**config.mk**
```make
export PLATFORM = sky130hd
export DESIGN_NAME = text_log_ring_line_buffer_unit_flat
export DESIGN_NICKNAME = d
export VERILOG_FILES = /design/src/sv/tlrb_pkg.sv /design/src/sv/tlrb_in_if.sv /design/src/sv/tlrb_out_if.sv /design/src/sv/tlrb_text_ram.sv /design/src/sv/text_log_ring_line_buffer_unit.sv /design/src/flat_wrapper.sv
export SDC_FILE = /design/constraint.sdc
export NUM_CORES = 2
export LEC_CHECK = 0
export BUFFER_PORTS_ARGS = -buffer_cell sky130_fd_sc_hd__buf_2
export CORE_ASPECT_RATIO = 0.75
export CORE_MARGIN = 2
export CORE_UTILIZATION = 55
export DETAILED_ROUTE_END_ITERATION = 8
export PLACE_DENSITY = 0.72
export SETUP_SLACK_MARGIN = 0.15
export SLEW_MARGIN = 20
export SYNTH_ARGS = -nofsm -noshare
export SYNTH_HDL_FRONTEND = slang
export SYNTH_SLANG_ARGS = --single-unit
```
**constraint.sdc**
```tcl
create_clock -name i_clk -period 5 [get_ports i_clk]
set_clock_uncertainty 0.05 [all_clocks]
set_input_delay 0 -clock i_clk [delete_from_list [all_inputs] [get_ports i_clk]]
set_output_delay 0 -clock i_clk [all_outputs]
set_load 0.02 [all_outputs]
```
**src/sv/tlrb_pkg.sv**
```systemverilog
`default_nettype none

package tlrb_pkg;

    localparam int unsigned STORE_DEPTH_DEF = 256;
    localparam int unsigned LINE_CHARS_DEF  = 30;
    localparam int unsigned SHOWN_LINES_DEF = 4;

    localparam logic [7:0] NEWLINE_CODE    = 8'd10;
    localparam logic [7:0] FIRST_PRINTABLE = 8'd32;
    localparam logic [6:0] HEADER_PIXELS   = 7'd23;
    localparam logic [6:0] ROW_PITCH       = 7'd10;

    typedef enum logic [1:0] {
        ST_IDLE,
        ST_APPEND,
        ST_WALK,
        ST_EMIT
    } t_state;

    function automatic logic [5:0] pixel_row_of(input logic [2:0] row);
        logic [6:0] sum;
        sum = HEADER_PIXELS + ROW_PITCH * {4'd0, row};
        return sum[5:0];
    endfunction

endpackage

`default_nettype wire

```
**src/sv/tlrb_in_if.sv**
```systemverilog
`default_nettype none

interface tlrb_in_if;
    logic       valid;
    logic       ready;
    logic       mode;
    logic [7:0] char_code;
    logic [2:0] line_request;

    modport source (output valid, output mode, output char_code, output line_request,
                    input ready);
    modport sink (input valid, input mode, input char_code, input line_request,
                  output ready);
endinterface

`default_nettype wire

```
**src/sv/tlrb_out_if.sv**
```systemverilog
`default_nettype none

interface tlrb_out_if;
    logic       valid;
    logic       ready;
    logic [2:0] row_index;
    logic [4:0] column;
    logic [7:0] char_out;
    logic       present;
    logic [5:0] pixel_row;
    logic       last;

    modport source (output valid, output row_index, output column, output char_out,
                    output present, output pixel_row, output last, input ready);
    modport sink (input valid, input row_index, input column, input char_out,
                  input present, input pixel_row, input last, output ready);
endinterface

`default_nettype wire

```
**src/sv/tlrb_text_ram.sv**
```systemverilog
`default_nettype none

module tlrb_text_ram #(
    parameter int unsigned DEPTH = tlrb_pkg::STORE_DEPTH_DEF,
    localparam int unsigned ADDR_W = $clog2(DEPTH)
) (
    input  logic              i_clk,
    input  logic              i_wr_en,
    input  logic [ADDR_W-1:0] i_wr_addr,
    input  logic [7:0]        i_wr_data,
    input  logic [ADDR_W-1:0] i_rd_addr,
    output logic [7:0]        o_rd_data
);

    logic [7:0] r_mem [DEPTH];

    always_ff @(posedge i_clk) begin
        if (i_wr_en) begin
            r_mem[i_wr_addr] <= i_wr_data;
        end
        o_rd_data <= r_mem[i_rd_addr];
    end

endmodule

`default_nettype wire

```
**src/sv/text_log_ring_line_buffer_unit.sv**
```systemverilog
`default_nettype none

// Circular console text log. An append beat stores one character; control codes other
// than newline are ignored and not stored. A read beat walks the stored characters from
// the first shown line toward the write point (at most STORE_DEPTH - 1), then emits the
// result beats (1 to LINE_CHARS). The walk runs at one text RAM read per cycle; the
// emission does too, but holds while the sink is not ready.
// The input is not ready while a beat is in work; a finished result waits in the output
// register while the next input beat is taken.
module text_log_ring_line_buffer_unit #(
    parameter int unsigned STORE_DEPTH = tlrb_pkg::STORE_DEPTH_DEF,
    parameter int unsigned LINE_CHARS  = tlrb_pkg::LINE_CHARS_DEF,
    parameter int unsigned SHOWN_LINES = tlrb_pkg::SHOWN_LINES_DEF
) (
    input  logic          i_clk,
    input  logic          i_rst_n,
    tlrb_in_if.sink       i_in,
    tlrb_out_if.source    o_out
);
    import tlrb_pkg::*;

    localparam int unsigned ADDR_W = $clog2(STORE_DEPTH);
    localparam int unsigned POS_W  = $clog2(LINE_CHARS + 1);
    localparam int unsigned SLOT_W = (SHOWN_LINES > 1) ? $clog2(SHOWN_LINES) : 1;
    localparam int unsigned HELD_W = $clog2(SHOWN_LINES + 1);
    localparam int unsigned CMP_W  = (HELD_W > 3) ? HELD_W : 3;

    localparam logic [ADDR_W-1:0] LAST_ADDR = ADDR_W'(STORE_DEPTH - 1);
    localparam logic [POS_W-1:0]  LINE_MAX  = POS_W'(LINE_CHARS);
    localparam logic [HELD_W-1:0] HELD_MAX  = HELD_W'(SHOWN_LINES);
    localparam logic [SLOT_W-1:0] SLOT_LAST = SLOT_W'(SHOWN_LINES - 1);

    function automatic logic [ADDR_W-1:0] addr_inc(input logic [ADDR_W-1:0] a);
        return (a == LAST_ADDR) ? '0 : a + ADDR_W'(1);
    endfunction

    function automatic logic [SLOT_W-1:0] slot_inc(input logic [SLOT_W-1:0] s);
        return (s == SLOT_LAST) ? '0 : s + SLOT_W'(1);
    endfunction

    t_state              r_state, n_state;
    logic [ADDR_W-1:0]   r_wp, n_wp;
    logic [ADDR_W-1:0]   r_op, n_op;
    logic [ADDR_W-1:0]   r_table [SHOWN_LINES];
    logic [SLOT_W-1:0]   r_nls, n_nls;
    logic [HELD_W-1:0]   r_held, n_held;
    logic [ADDR_W-1:0]   r_addr, n_addr;
    logic [7:0]          r_char, n_char;
    logic [2:0]          r_row, n_row;
    logic [POS_W-1:0]    r_pos, n_pos;
    logic [HELD_W-1:0]   r_drawn, n_drawn;
    logic [ADDR_W-1:0]   r_lstart, n_lstart;
    logic [POS_W-1:0]    r_len, n_len;
    logic [POS_W-1:0]    r_k, n_k;

    logic                r_ovalid, n_ovalid;
    logic [2:0]          r_o_row, n_o_row;
    logic [4:0]          r_o_col, n_o_col;
    logic [7:0]          r_o_char, n_o_char;
    logic                r_o_present, n_o_present;
    logic [5:0]          r_o_pix, n_o_pix;
    logic                r_o_last, n_o_last;

    logic [7:0]          rd_data;
    logic                in_fire;
    logic                storable;
    logic                ram_we;
    logic                at_end;
    logic                brk;
    logic                row_match;
    logic                hit;
    logic                load;
    logic                emit_last;
    logic [ADDR_W-1:0]   wp_next;
    logic [ADDR_W-1:0]   start_addr;
    logic [HELD_W-1:0]   held_mid;

    tlrb_text_ram #(
        .DEPTH(STORE_DEPTH)
    ) u_text_ram (
        .i_clk    (i_clk),
        .i_wr_en  (ram_we),
        .i_wr_addr(r_wp),
        .i_wr_data(i_in.char_code),
        .i_rd_addr(n_addr),
        .o_rd_data(rd_data)
    );

    assign in_fire    = i_in.valid && i_in.ready;
    assign storable   = (i_in.char_code >= FIRST_PRINTABLE) || (i_in.char_code == NEWLINE_CODE);
    assign ram_we     = in_fire && !i_in.mode && storable;
    assign at_end     = (r_addr == r_wp);
    assign brk        = (rd_data == NEWLINE_CODE) || (r_pos >= LINE_MAX);
    assign row_match  = (CMP_W'(r_drawn) == CMP_W'(r_row));
    assign hit        = brk && (r_drawn < HELD_MAX) && row_match;
    assign load       = !r_ovalid || o_out.ready;
    assign emit_last  = (r_len == '0) || ((r_k + POS_W'(1)) == r_len);
    assign wp_next    = addr_inc(r_wp);
    assign start_addr = (r_held < HELD_MAX) ? r_op : r_table[r_nls];

    always_comb begin
        n_state = r_state;
        case (r_state)
            ST_IDLE: begin
                if (in_fire) begin
                    if (i_in.mode) begin
                        n_state = ST_WALK;
                    end else if (storable) begin
                        n_state = ST_APPEND;
                    end
                end
            end
            ST_APPEND: n_state = ST_IDLE;
            ST_WALK: begin
                if (at_end || hit) begin
                    n_state = ST_EMIT;
                end
            end
            ST_EMIT: begin
                if (load && emit_last) begin
                    n_state = ST_IDLE;
                end
            end
            default: n_state = ST_IDLE;
        endcase
    end

    always_comb begin
        i_in.ready  = (r_state == ST_IDLE);
        n_wp        = r_wp;
        n_op        = r_op;
        n_nls       = r_nls;
        n_held      = r_held;
        n_addr      = r_addr;
        n_char      = r_char;
        n_row       = r_row;
        n_pos       = r_pos;
        n_drawn     = r_drawn;
        n_lstart    = r_lstart;
        n_len       = r_len;
        n_k         = r_k;
        n_ovalid    = r_ovalid && !o_out.ready;
        n_o_row     = r_o_row;
        n_o_col     = r_o_col;
        n_o_char    = r_o_char;
        n_o_present = r_o_present;
        n_o_pix     = r_o_pix;
        n_o_last    = r_o_last;
        held_mid    = r_held;
        case (r_state)
            ST_IDLE: begin
                if (in_fire) begin
                    if (i_in.mode) begin
                        n_row    = i_in.line_request;
                        n_pos    = '0;
                        n_drawn  = '0;
                        n_addr   = start_addr;
                        n_lstart = start_addr;
                    end else begin
                        n_char = i_in.char_code;
                        n_addr = r_op;
                    end
                end
            end
            ST_APPEND: begin
                // The store is full when the advanced write point meets the oldest character.
                n_wp = wp_next;
                if (wp_next == r_op) begin
                    if (rd_data == NEWLINE_CODE && r_held != '0) begin
                        held_mid = r_held - HELD_W'(1);
                    end
                    n_op = addr_inc(r_op);
                end
                if (r_char == NEWLINE_CODE) begin
                    n_nls = slot_inc(r_nls);
                    if (held_mid < HELD_MAX) begin
                        held_mid = held_mid + HELD_W'(1);
                    end
                end
                n_held = held_mid;
            end
            ST_WALK: begin
                if (at_end) begin
                    n_len  = (r_pos != '0 && row_match) ? r_pos : '0;
                    n_addr = r_lstart;
                    n_k    = '0;
                end else if (hit) begin
                    n_len  = r_pos;
                    n_addr = r_lstart;
                    n_k    = '0;
                end else if (brk) begin
                    if (r_drawn < HELD_MAX) begin
                        n_drawn = r_drawn + HELD_W'(1);
                    end
                    n_pos    = '0;
                    n_addr   = addr_inc(r_addr);
                    n_lstart = addr_inc(r_addr);
                end else begin
                    n_pos  = r_pos + POS_W'(1);
                    n_addr = addr_inc(r_addr);
                end
            end
            ST_EMIT: begin
                if (load) begin
                    n_ovalid    = 1'b1;
                    n_o_row     = r_row;
                    n_o_col     = 5'(r_k);
                    n_o_char    = (r_len == '0) ? 8'd0 : rd_data;
                    n_o_present = (r_len != '0);
                    n_o_pix     = pixel_row_of(r_row);
                    n_o_last    = emit_last;
                    n_k         = r_k + POS_W'(1);
                    n_addr      = addr_inc(r_addr);
                end
            end
            default: begin
                n_ovalid = r_ovalid;
            end
        endcase
    end

    always_ff @(posedge i_clk) begin
        if (!i_rst_n) begin
            r_state  <= ST_IDLE;
            r_wp     <= '0;
            r_op     <= '0;
            r_nls    <= '0;
            r_held   <= '0;
            r_ovalid <= 1'b0;
        end else begin
            r_state  <= n_state;
            r_wp     <= n_wp;
            r_op     <= n_op;
            r_nls    <= n_nls;
            r_held   <= n_held;
            r_ovalid <= n_ovalid;
        end
    end

    always_ff @(posedge i_clk) begin
        if (r_state == ST_APPEND && r_char == NEWLINE_CODE) begin
            r_table[r_nls] <= wp_next;
        end
    end

    always_ff @(posedge i_clk) begin
        r_addr      <= n_addr;
        r_char      <= n_char;
        r_row       <= n_row;
        r_pos       <= n_pos;
        r_drawn     <= n_drawn;
        r_lstart    <= n_lstart;
        r_len       <= n_len;
        r_k         <= n_k;
        r_o_row     <= n_o_row;
        r_o_col     <= n_o_col;
        r_o_char    <= n_o_char;
        r_o_present <= n_o_present;
        r_o_pix     <= n_o_pix;
        r_o_last    <= n_o_last;
    end

    assign o_out.valid     = r_ovalid;
    assign o_out.row_index = r_o_row;
    assign o_out.column    = r_o_col;
    assign o_out.char_out  = r_o_char;
    assign o_out.present   = r_o_present;
    assign o_out.pixel_row = r_o_pix;
    assign o_out.last      = r_o_last;

endmodule

`default_nettype wire

```
**src/flat_wrapper.sv**
```systemverilog
// flat-port wrapper written by rule: the top's interface ports become plain ports
module text_log_ring_line_buffer_unit_flat import tlrb_pkg::*;
#(
    parameter int unsigned STORE_DEPTH = tlrb_pkg::STORE_DEPTH_DEF,
    parameter int unsigned LINE_CHARS  = tlrb_pkg::LINE_CHARS_DEF,
    parameter int unsigned SHOWN_LINES = tlrb_pkg::SHOWN_LINES_DEF
)
  (i_clk, i_rst_n, i_in_valid, i_in_mode, i_in_char_code, i_in_line_request, i_in_ready, o_out_valid, o_out_row_index, o_out_column, o_out_char_out, o_out_present, o_out_pixel_row, o_out_last, o_out_ready);
  tlrb_in_if i_in_i ();
  tlrb_out_if o_out_i ();
  input  logic i_clk;
  input  logic i_rst_n;
  input wire logic [$bits(i_in_i.valid)-1:0] i_in_valid;
  input wire logic [$bits(i_in_i.mode)-1:0] i_in_mode;
  input wire logic [$bits(i_in_i.char_code)-1:0] i_in_char_code;
  input wire logic [$bits(i_in_i.line_request)-1:0] i_in_line_request;
  output wire logic [$bits(i_in_i.ready)-1:0] i_in_ready;
  output wire logic [$bits(o_out_i.valid)-1:0] o_out_valid;
  output wire logic [$bits(o_out_i.row_index)-1:0] o_out_row_index;
  output wire logic [$bits(o_out_i.column)-1:0] o_out_column;
  output wire logic [$bits(o_out_i.char_out)-1:0] o_out_char_out;
  output wire logic [$bits(o_out_i.present)-1:0] o_out_present;
  output wire logic [$bits(o_out_i.pixel_row)-1:0] o_out_pixel_row;
  output wire logic [$bits(o_out_i.last)-1:0] o_out_last;
  input wire logic [$bits(o_out_i.ready)-1:0] o_out_ready;
  assign i_in_i.valid = i_in_valid;
  assign i_in_i.mode = i_in_mode;
  assign i_in_i.char_code = i_in_char_code;
  assign i_in_i.line_request = i_in_line_request;
  assign i_in_ready = i_in_i.ready;
  assign o_out_valid = o_out_i.valid;
  assign o_out_row_index = o_out_i.row_index;
  assign o_out_column = o_out_i.column;
  assign o_out_char_out = o_out_i.char_out;
  assign o_out_present = o_out_i.present;
  assign o_out_pixel_row = o_out_i.pixel_row;
  assign o_out_last = o_out_i.last;
  assign o_out_i.ready = o_out_ready;
  text_log_ring_line_buffer_unit #(.STORE_DEPTH(STORE_DEPTH), .LINE_CHARS(LINE_CHARS), .SHOWN_LINES(SHOWN_LINES)) u_core (.i_clk(i_clk), .i_rst_n(i_rst_n), .i_in(i_in_i), .o_out(o_out_i));
endmodule
```
# == After elaboration in Yosys (flattened, before gate mapping) ==
# Memories as Yosys holds them, arrays and structs flattened. A register that Yosys moved wholly into a read port is not among the register bits.
# Cells that the tools add are included.
# word_totals
memories,2
inputBits,16
wordCells,157
ff_bits,93
ram_bits,2080
output_inout_bits,26
# classes
bitwise_logic,1
mul,1
eq_ne,25
order_cmp,5
reduce_logical,37
n_addsub,10
n_mux,56
# mem_list
name,words,word_bits,rd,rd_clocked_by_memory_dff,write_ports,line_no,rtl
u_core.u_text_ram.r_mem,256,8,1,1,1,tlrb_text_ram.sv:15,logic [7:0] r_mem [DEPTH];
u_core.r_table,4,8,1,1,1,text_log_ring_line_buffer_unit.sv:44,logic [ADDR_W-1:0] r_table [SHOWN_LINES];
# ops
cell,count
$mux 8,14
$mux 5,11
$mux 3,11
$add 8x1->8 const B,3
$eq 8x4->1 const B,3
$eq 8x8->1 const B,3
$pmux 8 s3,1
$pmux 5 s2,2
$eq 8x8->1,2
$mux 2,8
$pmux 8 s2,1
$add 5x1->5 const B,2
$logic_and 1x1->1,10
$ne 2x1->1 const B,5
$reduce_bool 5->1,2
$lt 3x3->1 const B,3
$reduce_and 3->1,3
$ge 8x6->1 const B,1
$ne 2x2->1 const B,4
$pmux 2 s4,1
$reduce_and 2->1,4
$reduce_and 7->1,1
$add 3x1->3 const B,2
$add 5x6->6 const A,1
other kinds (22),37

# == Longest topological paths before layout ==
# logic_depth
depth_word,8
mapped_depth,21
mapped_depth_nobuf,14

# == Hierarchy ==
# A second synthesis with hierarchy kept.
# hier_totals
hier_cells,4266
area_unflattened_um2,85718.5
# modules_own_cells
mod,area_each_um2,cells_each,seq_area_each_um2,n_inst
tlrb_text_ram,79556.3,3733,61659.1,1
text_log_ring_line_buffer_unit,6162.2,533,3443.3,1

# == Worst setup path before layout ==
# No wires, ideal clock.
# synth_timing
path_type,reg2reg
startpoint,reg u_core.r_state[0]
endpoint,"reg u_core.u_text_ram.o_rd_data[5], read port of u_core.u_text_ram.r_mem"
n_path_buf,4
setup_ps,116
arrival_time_ps,4078
slack_ps,756
path_stages_with_launch,15
required_time_ps,4834
period_less_slack_ps,4244
path_cell_list,dfxtp_1 > clkbuf_1 > nand2_1 > nor2_1 > a221oi_1 > o211a_1 > buf_2 > nand2_1 > clkbuf_1 > clkbuf_1 > a211oi_1 > o41ai_1 > o21ai_1 > or3_1 > a31o_1
# synth_via
elab_chain_len,4
elab_cells_between_ends,6
classes_between,eq/ne: 2; mux: 2; reduce/logical: 2
# synth_lines
item,line_no,rtl
from (decl),text_log_ring_line_buffer_unit.sv:41,"t_state r_state, n_state;"
from (signal assigned),text_log_ring_line_buffer_unit.sv:231,r_state <= n_state;
$logic_not 2->1,"text_log_ring_line_buffer_unit.sv:129, text_log_ring_line_buffer_unit.sv:150",
$logic_and 1x1->1,text_log_ring_line_buffer_unit.sv:89,assign in_fire = i_in.valid && i_in.ready;
$mux 8,text_log_ring_line_buffer_unit.sv:152,if (in_fire) begin
$pmux 8 s3 *,text_log_ring_line_buffer_unit.sv:150,case (r_state)
to (decl),tlrb_text_ram.sv:12,output logic [7:0] o_rd_data
# Every way passes the cells marked *; elsewhere a longest branch is shown, timed or not.
# A chain may end at the register's enable or synchronous reset.

# == Final worst setup path ==
# layout_timing
startpoint,reg u_core.r_pos[0]
endpoint,"reg u_core.u_text_ram.o_rd_data[1], read port of u_core.u_text_ram.r_mem"
# layout_via
elab_chain_len,7
# layout_lines
item,line_no,rtl
from (decl),text_log_ring_line_buffer_unit.sv:50,"logic [POS_W-1:0] r_pos, n_pos;"
from (signal assigned),text_log_ring_line_buffer_unit.sv:250,r_pos <= n_pos;
$ge 5x5->1,text_log_ring_line_buffer_unit.sv:93,assign brk = (rd_data == NEWLINE_CODE) || (r_pos >= LINE_MAX);
$logic_or 1x1->1,text_log_ring_line_buffer_unit.sv:93,
$logic_and 1x1->1 (2 in series),text_log_ring_line_buffer_unit.sv:95,assign hit = brk && (r_drawn < HELD_MAX) && row_match;
$mux 8,text_log_ring_line_buffer_unit.sv:187,end else if (hit) begin
$mux 8,text_log_ring_line_buffer_unit.sv:183,if (at_end) begin
$pmux 8 s3,text_log_ring_line_buffer_unit.sv:150,
# Every way passes these cells.

==> results by group <==
STA
  – Setup TNS: 0 ns
  – Slew at the pin with the worst max-slew slack: 1.09 ns
  – Relative slew slack: 0.270
  – RSZ-0062 raised after global routing: no
  – Final count of hold timing violations: 0
  – Hold slack: 0.101 ns
  – Final min period: 4.84 ns
  – # setup viols final: 0
  – Final count of pins violating max slew: 0
  – FMAX: 0.207 GHz
  – Fin crit share: 0.968

Final layout
  – Fill cell count: 11,500
  – Layout cells sized above 1: 0.116
  – Non-filler cells in the finished layout: 8,577
  – Final core occ: 0.621
  – Register area: 65,100 um2
  – Final nets: 6,314
  – Area grow syn2layout: 11.7%
  – Multi-input combinational cell area: 21,300 um2

Setup path
  – Largest stage delay, worst path: 0.57 ns
  – Start of the worst register-to-register path: u_core.r_pos[0]
  – WS Path Type: flip-flop to flip-flop
  – Crit. Startpoint: u_core.r_pos[0]
  – Worst path bufs/invs: 5
  – Top Family by Delay on Critical Path: compound AO/OA/AOI/OAI gates
  – CP max-delay cell: o21ai_0
  – CP max FO: 71
  – Cell depth of the worst flop-to-flop path: 17
  – Register-to-register setup slack: 0.16 ns
  – Worst EP required: 5.69 ns
  – Cell Chain, Critical Path: inv_1, ha_1, o2111a_1, a21oi_2, nor3_1, buf_4, or3_4, and3_4, buf_12, buf_12, buf_4, a21oi_1, a32oi_1, a32o_1, o21ai_0, nand4_1, a31o_1
  – CP arrival: 5.53 ns
  – Crit path depth: 17
  – Setup crit end kind: flip-flop
  – Crit start category: flip-flop
  – Capturing point of the worst reg2reg path: u_core.u_text_ram.o_rd_data[1]
  – CP endpoint: u_core.u_text_ram.o_rd_data[1]

Global route
  – Vias in the first global route: 55,200
  – Total gr overflow: 0
  – Largest net degree at the start of global routing: 146
  – First-pass GRT wire length: 368,000 um
  – GRT Overall Usage: 0.300
  – Initial antenna violation count: 9

Clock network
  – Longest Clk Path Bufs: 3
  – Num CTS Buffers: 196
  – CTS tree: done
  – Sink Count: 2,182
  – Clock latency on the worst-skew pair: 0.84 ns
  – Htree depth: 4
  – Worst-path clk slew: 0.07 ns
  – Clock root buffer: clkbuf_16

Status
  – Outcome: completed

Job
  – Max-Cap Viols: 0

Die
  – # IOs: 42
  – Core ar.: 160,000 um2
  – Height of the die: 353 um
  – # rows: 127
  – DIE AREA: 165,000 um2
  – Starting Density: 0.556
  – Chip width: 469 um

Routing
  – Drt total wl: 253,000 um
  – Initial DRC Count: 10,100
  – # DRC: 0
  – Vias: 57,800
  – DR pass1 iterations: 6
  – Wire per inst: 29.5 um
  – Vias per cell: 6.74
  – ANT nets after route: 0

Synth
  – YS warnings: 0
  – Yosys top cell by area: edfxtp_1
  – Mapped Area: 89,200 um2
  – Yosys top cell area share: 0.721
  – Yosys reg bits: 2,182
  – Async SR Flop Fraction: 0
  – Register area share after synthesis: 0.730
  – Post-Synthesis Cells: 6,237
  – EDFF count, synth: 2,140
  – Most used DFF post-synth: edfxtp_1
  – Distinct cells, synth: 72
  – Syn Area/Cell: 14.3 um2
  – Post-synth net total: 6,274
  – Synth area leaders: edfxtp_1 72%, a211oi_1 3.9%, nand2_1 3.7%, mux2i_1 2.0%, a31oi_1 1.8%

Power and ir drop
  – Pleak: 32.0 nW
  – Pwr Density: 533 nW/um2
  – VDD IR-drop max: 461 uV

Place
  – Dpl cells: 8,182
  – Final HPWL from detailed placement: 150,000 um
  – IO buf count: 40
  – RD Place Congestion: 0.926

Worst hold path
  – Hold depth: 2
  – Worst min-delay path class: input port to flip-flop
==> cells by family after synthesis <==
family                   count (synthesis)  share of synthesized area
other                                    1                  0.0000421
XOR/XNOR                                51                    0.00518
AO/OA/AOI/OAI                         1539                      0.123
flip-flops                            2182                      0.730
multiplexers                           252                     0.0381
buffers and inverters                  780                     0.0356
adder cells (fa/ha/maj)                 21                    0.00295
AND/OR/NAND/NOR                       1411                     0.0651
==> stage by stage <==
stage | area [um2] | setup WS, ns | total power [mW]
5_1_grt | 99600 | 0.125 | 54.6
6_report | 99600 | 0.160 | 53.1
3_3_place_gp | 92800 | -0.185 | 37.4
2_1_floorplan | 89200 | 0.756 | 31.0
3_5_place_dp | 92800 | -0.145 | 37.6
4_1_cts | 99300 | 0.151 | 52.3
==> metal layers <==
layer / vias to the layer above / wire length, um / share of wire / global-route usage
met1: 28700 / 96900 / 0.38 / 0.437
met4: 10 / 9520 / 0.038 / 0.118
met5: - / 210 / 0.00083 / 0.00641
li1: 24200 / - / - / -
met3: 578 / 35600 / 0.14 / 0.0860
met2: 4308 / 111000 / 0.44 / 0.427
==> power breakdown <==
group	switching (mW)	total [mW]	internal [mW]	leakage, nW
combinational	12.1	18.0	5.90	9.42
clock	6.70	14.7	8.02	3.03
sequential	0.125	20.4	20.3	19.6
==> cells in the mapped netlist (12+ instances only) <==
| master | count |
|---|---|
| a311oi_1 | 135 |
| nand3_1 | 69 |
| a221oi_1 | 38 |
| nor2b_1 | 17 |
| inv_1 | 273 |
| a22o_1 | 25 |
| nor2_1 | 316 |
| a22oi_1 | 15 |
| nand2_1 | 871 |
| nand4_1 | 18 |
| buf_1 | 75 |
| o21ai_0 | 41 |
| xor2_1 | 26 |
| clkbuf_1 | 265 |
| o41ai_1 | 36 |
| buf_4 | 17 |
| edfxtp_1 | 2140 |
| a21oi_1 | 305 |
| ha_1 | 21 |
| mux2i_1 | 180 |
| buf_2 | 143 |
| and2_1 | 29 |
| a31oi_1 | 260 |
| dfxtp_1 | 42 |
| or3_1 | 16 |
| a32o_1 | 24 |
| or4_1 | 13 |
| xnor2_1 | 24 |
| nor4_1 | 24 |
| a32oi_1 | 83 |
| mux4_2 | 70 |
| a211oi_1 | 465 |
| a21o_1 | 12 |
==> sequential cells by signal, indices dropped and copies added, names as in the netlist, named ones only <==
| register | flops |
|---|---|
| u_core.u_text_ram.r_mem | 2048 |
| u_core.r_table | 32 |
| u_core.o_out.char_out | 8 |
| u_core.r_addr | 8 |
| u_core.r_char | 8 |
| u_core.r_lstart | 8 |
| u_core.r_op | 8 |
| u_core.r_wp | 8 |
| u_core.u_text_ram.o_rd_data | 8 |
| u_core.o_out.column | 5 |
| u_core.o_out.pixel_row | 5 |
| u_core.r_k | 5 |
| u_core.r_len | 5 |
| u_core.r_pos | 5 |
| u_core.o_out.row_index | 3 |
| u_core.r_drawn | 3 |
| u_core.r_held | 3 |
| u_core.r_row | 3 |
| u_core.r_nls | 2 |
| u_core.r_state | 2 |
| u_core.o_out.last | 1 |
| u_core.o_out.present | 1 |
| u_core.o_out.valid | 1 |
==> placed cells by master, fill, tap and decap left out, types with 132 or more instances in the layout <==
master     instances
nand2_1          859
edfxtp_1        2140
a311oi_1         132
inv_1            273
mux2i_1          180
clkbuf_16        203
a21oi_1          304
a211oi_1         463
a31oi_1          260
nor2_1           310
buf_4            225
==> worst min-delay path by stage <==
stage	from	slack (ns)	endpoint
final	i_in_char_code[1]	0.10	u_core.u_text_ram.r_mem[81][1]
after detailed placement	i_in_line_request[1]	0.13	u_core.r_row[1]
after global placement	i_in_line_request[2]	0.13	u_core.r_row[2]
after floorplan	i_in_char_code[0]	0.05	u_core.r_char[0]
after global routing	i_in_char_code[1]	0.1	u_core.u_text_ram.r_mem[81][1]
after CTS	i_in_char_code[1]	0.05	u_core.u_text_ram.r_mem[81][1]
==> worst register-to-register path: cells and delay by family, from the launching register on <==
family	cells	cell delay [ns]
adder cells (fa/ha/maj)	1	0.20
buffers and inverters	5	1.10
AO/OA/AOI/OAI	7	1.83
flip-flops	1	0.41
AND/OR/NAND/NOR	4	1.14
==> what timing repair did <==
action / CTS / global route
hold endpoints to repair: 781 / 0
endpoints found under the setup margin: 8 / 8
gates cloned: 1 / 1
gates resized for setup: 15 / 44
pin swaps: 1 / 4
hold buffers: 21 / 0
setup buffers: 0 / 2
==> final cells by class <==
type,count,area share
antenna,5,0.000126
clock buffer,260,0.0535
clock inverter,105,0.00812
inverter,280,0.0109
multi-input combinational,3275,0.214
sequential,2182,0.654
tap,2128,0.0267
timing repair buffer,341,0.0326
timing repair inverter,1,0.0000879
Note: power is estimated with default switching activity, not from simulation.
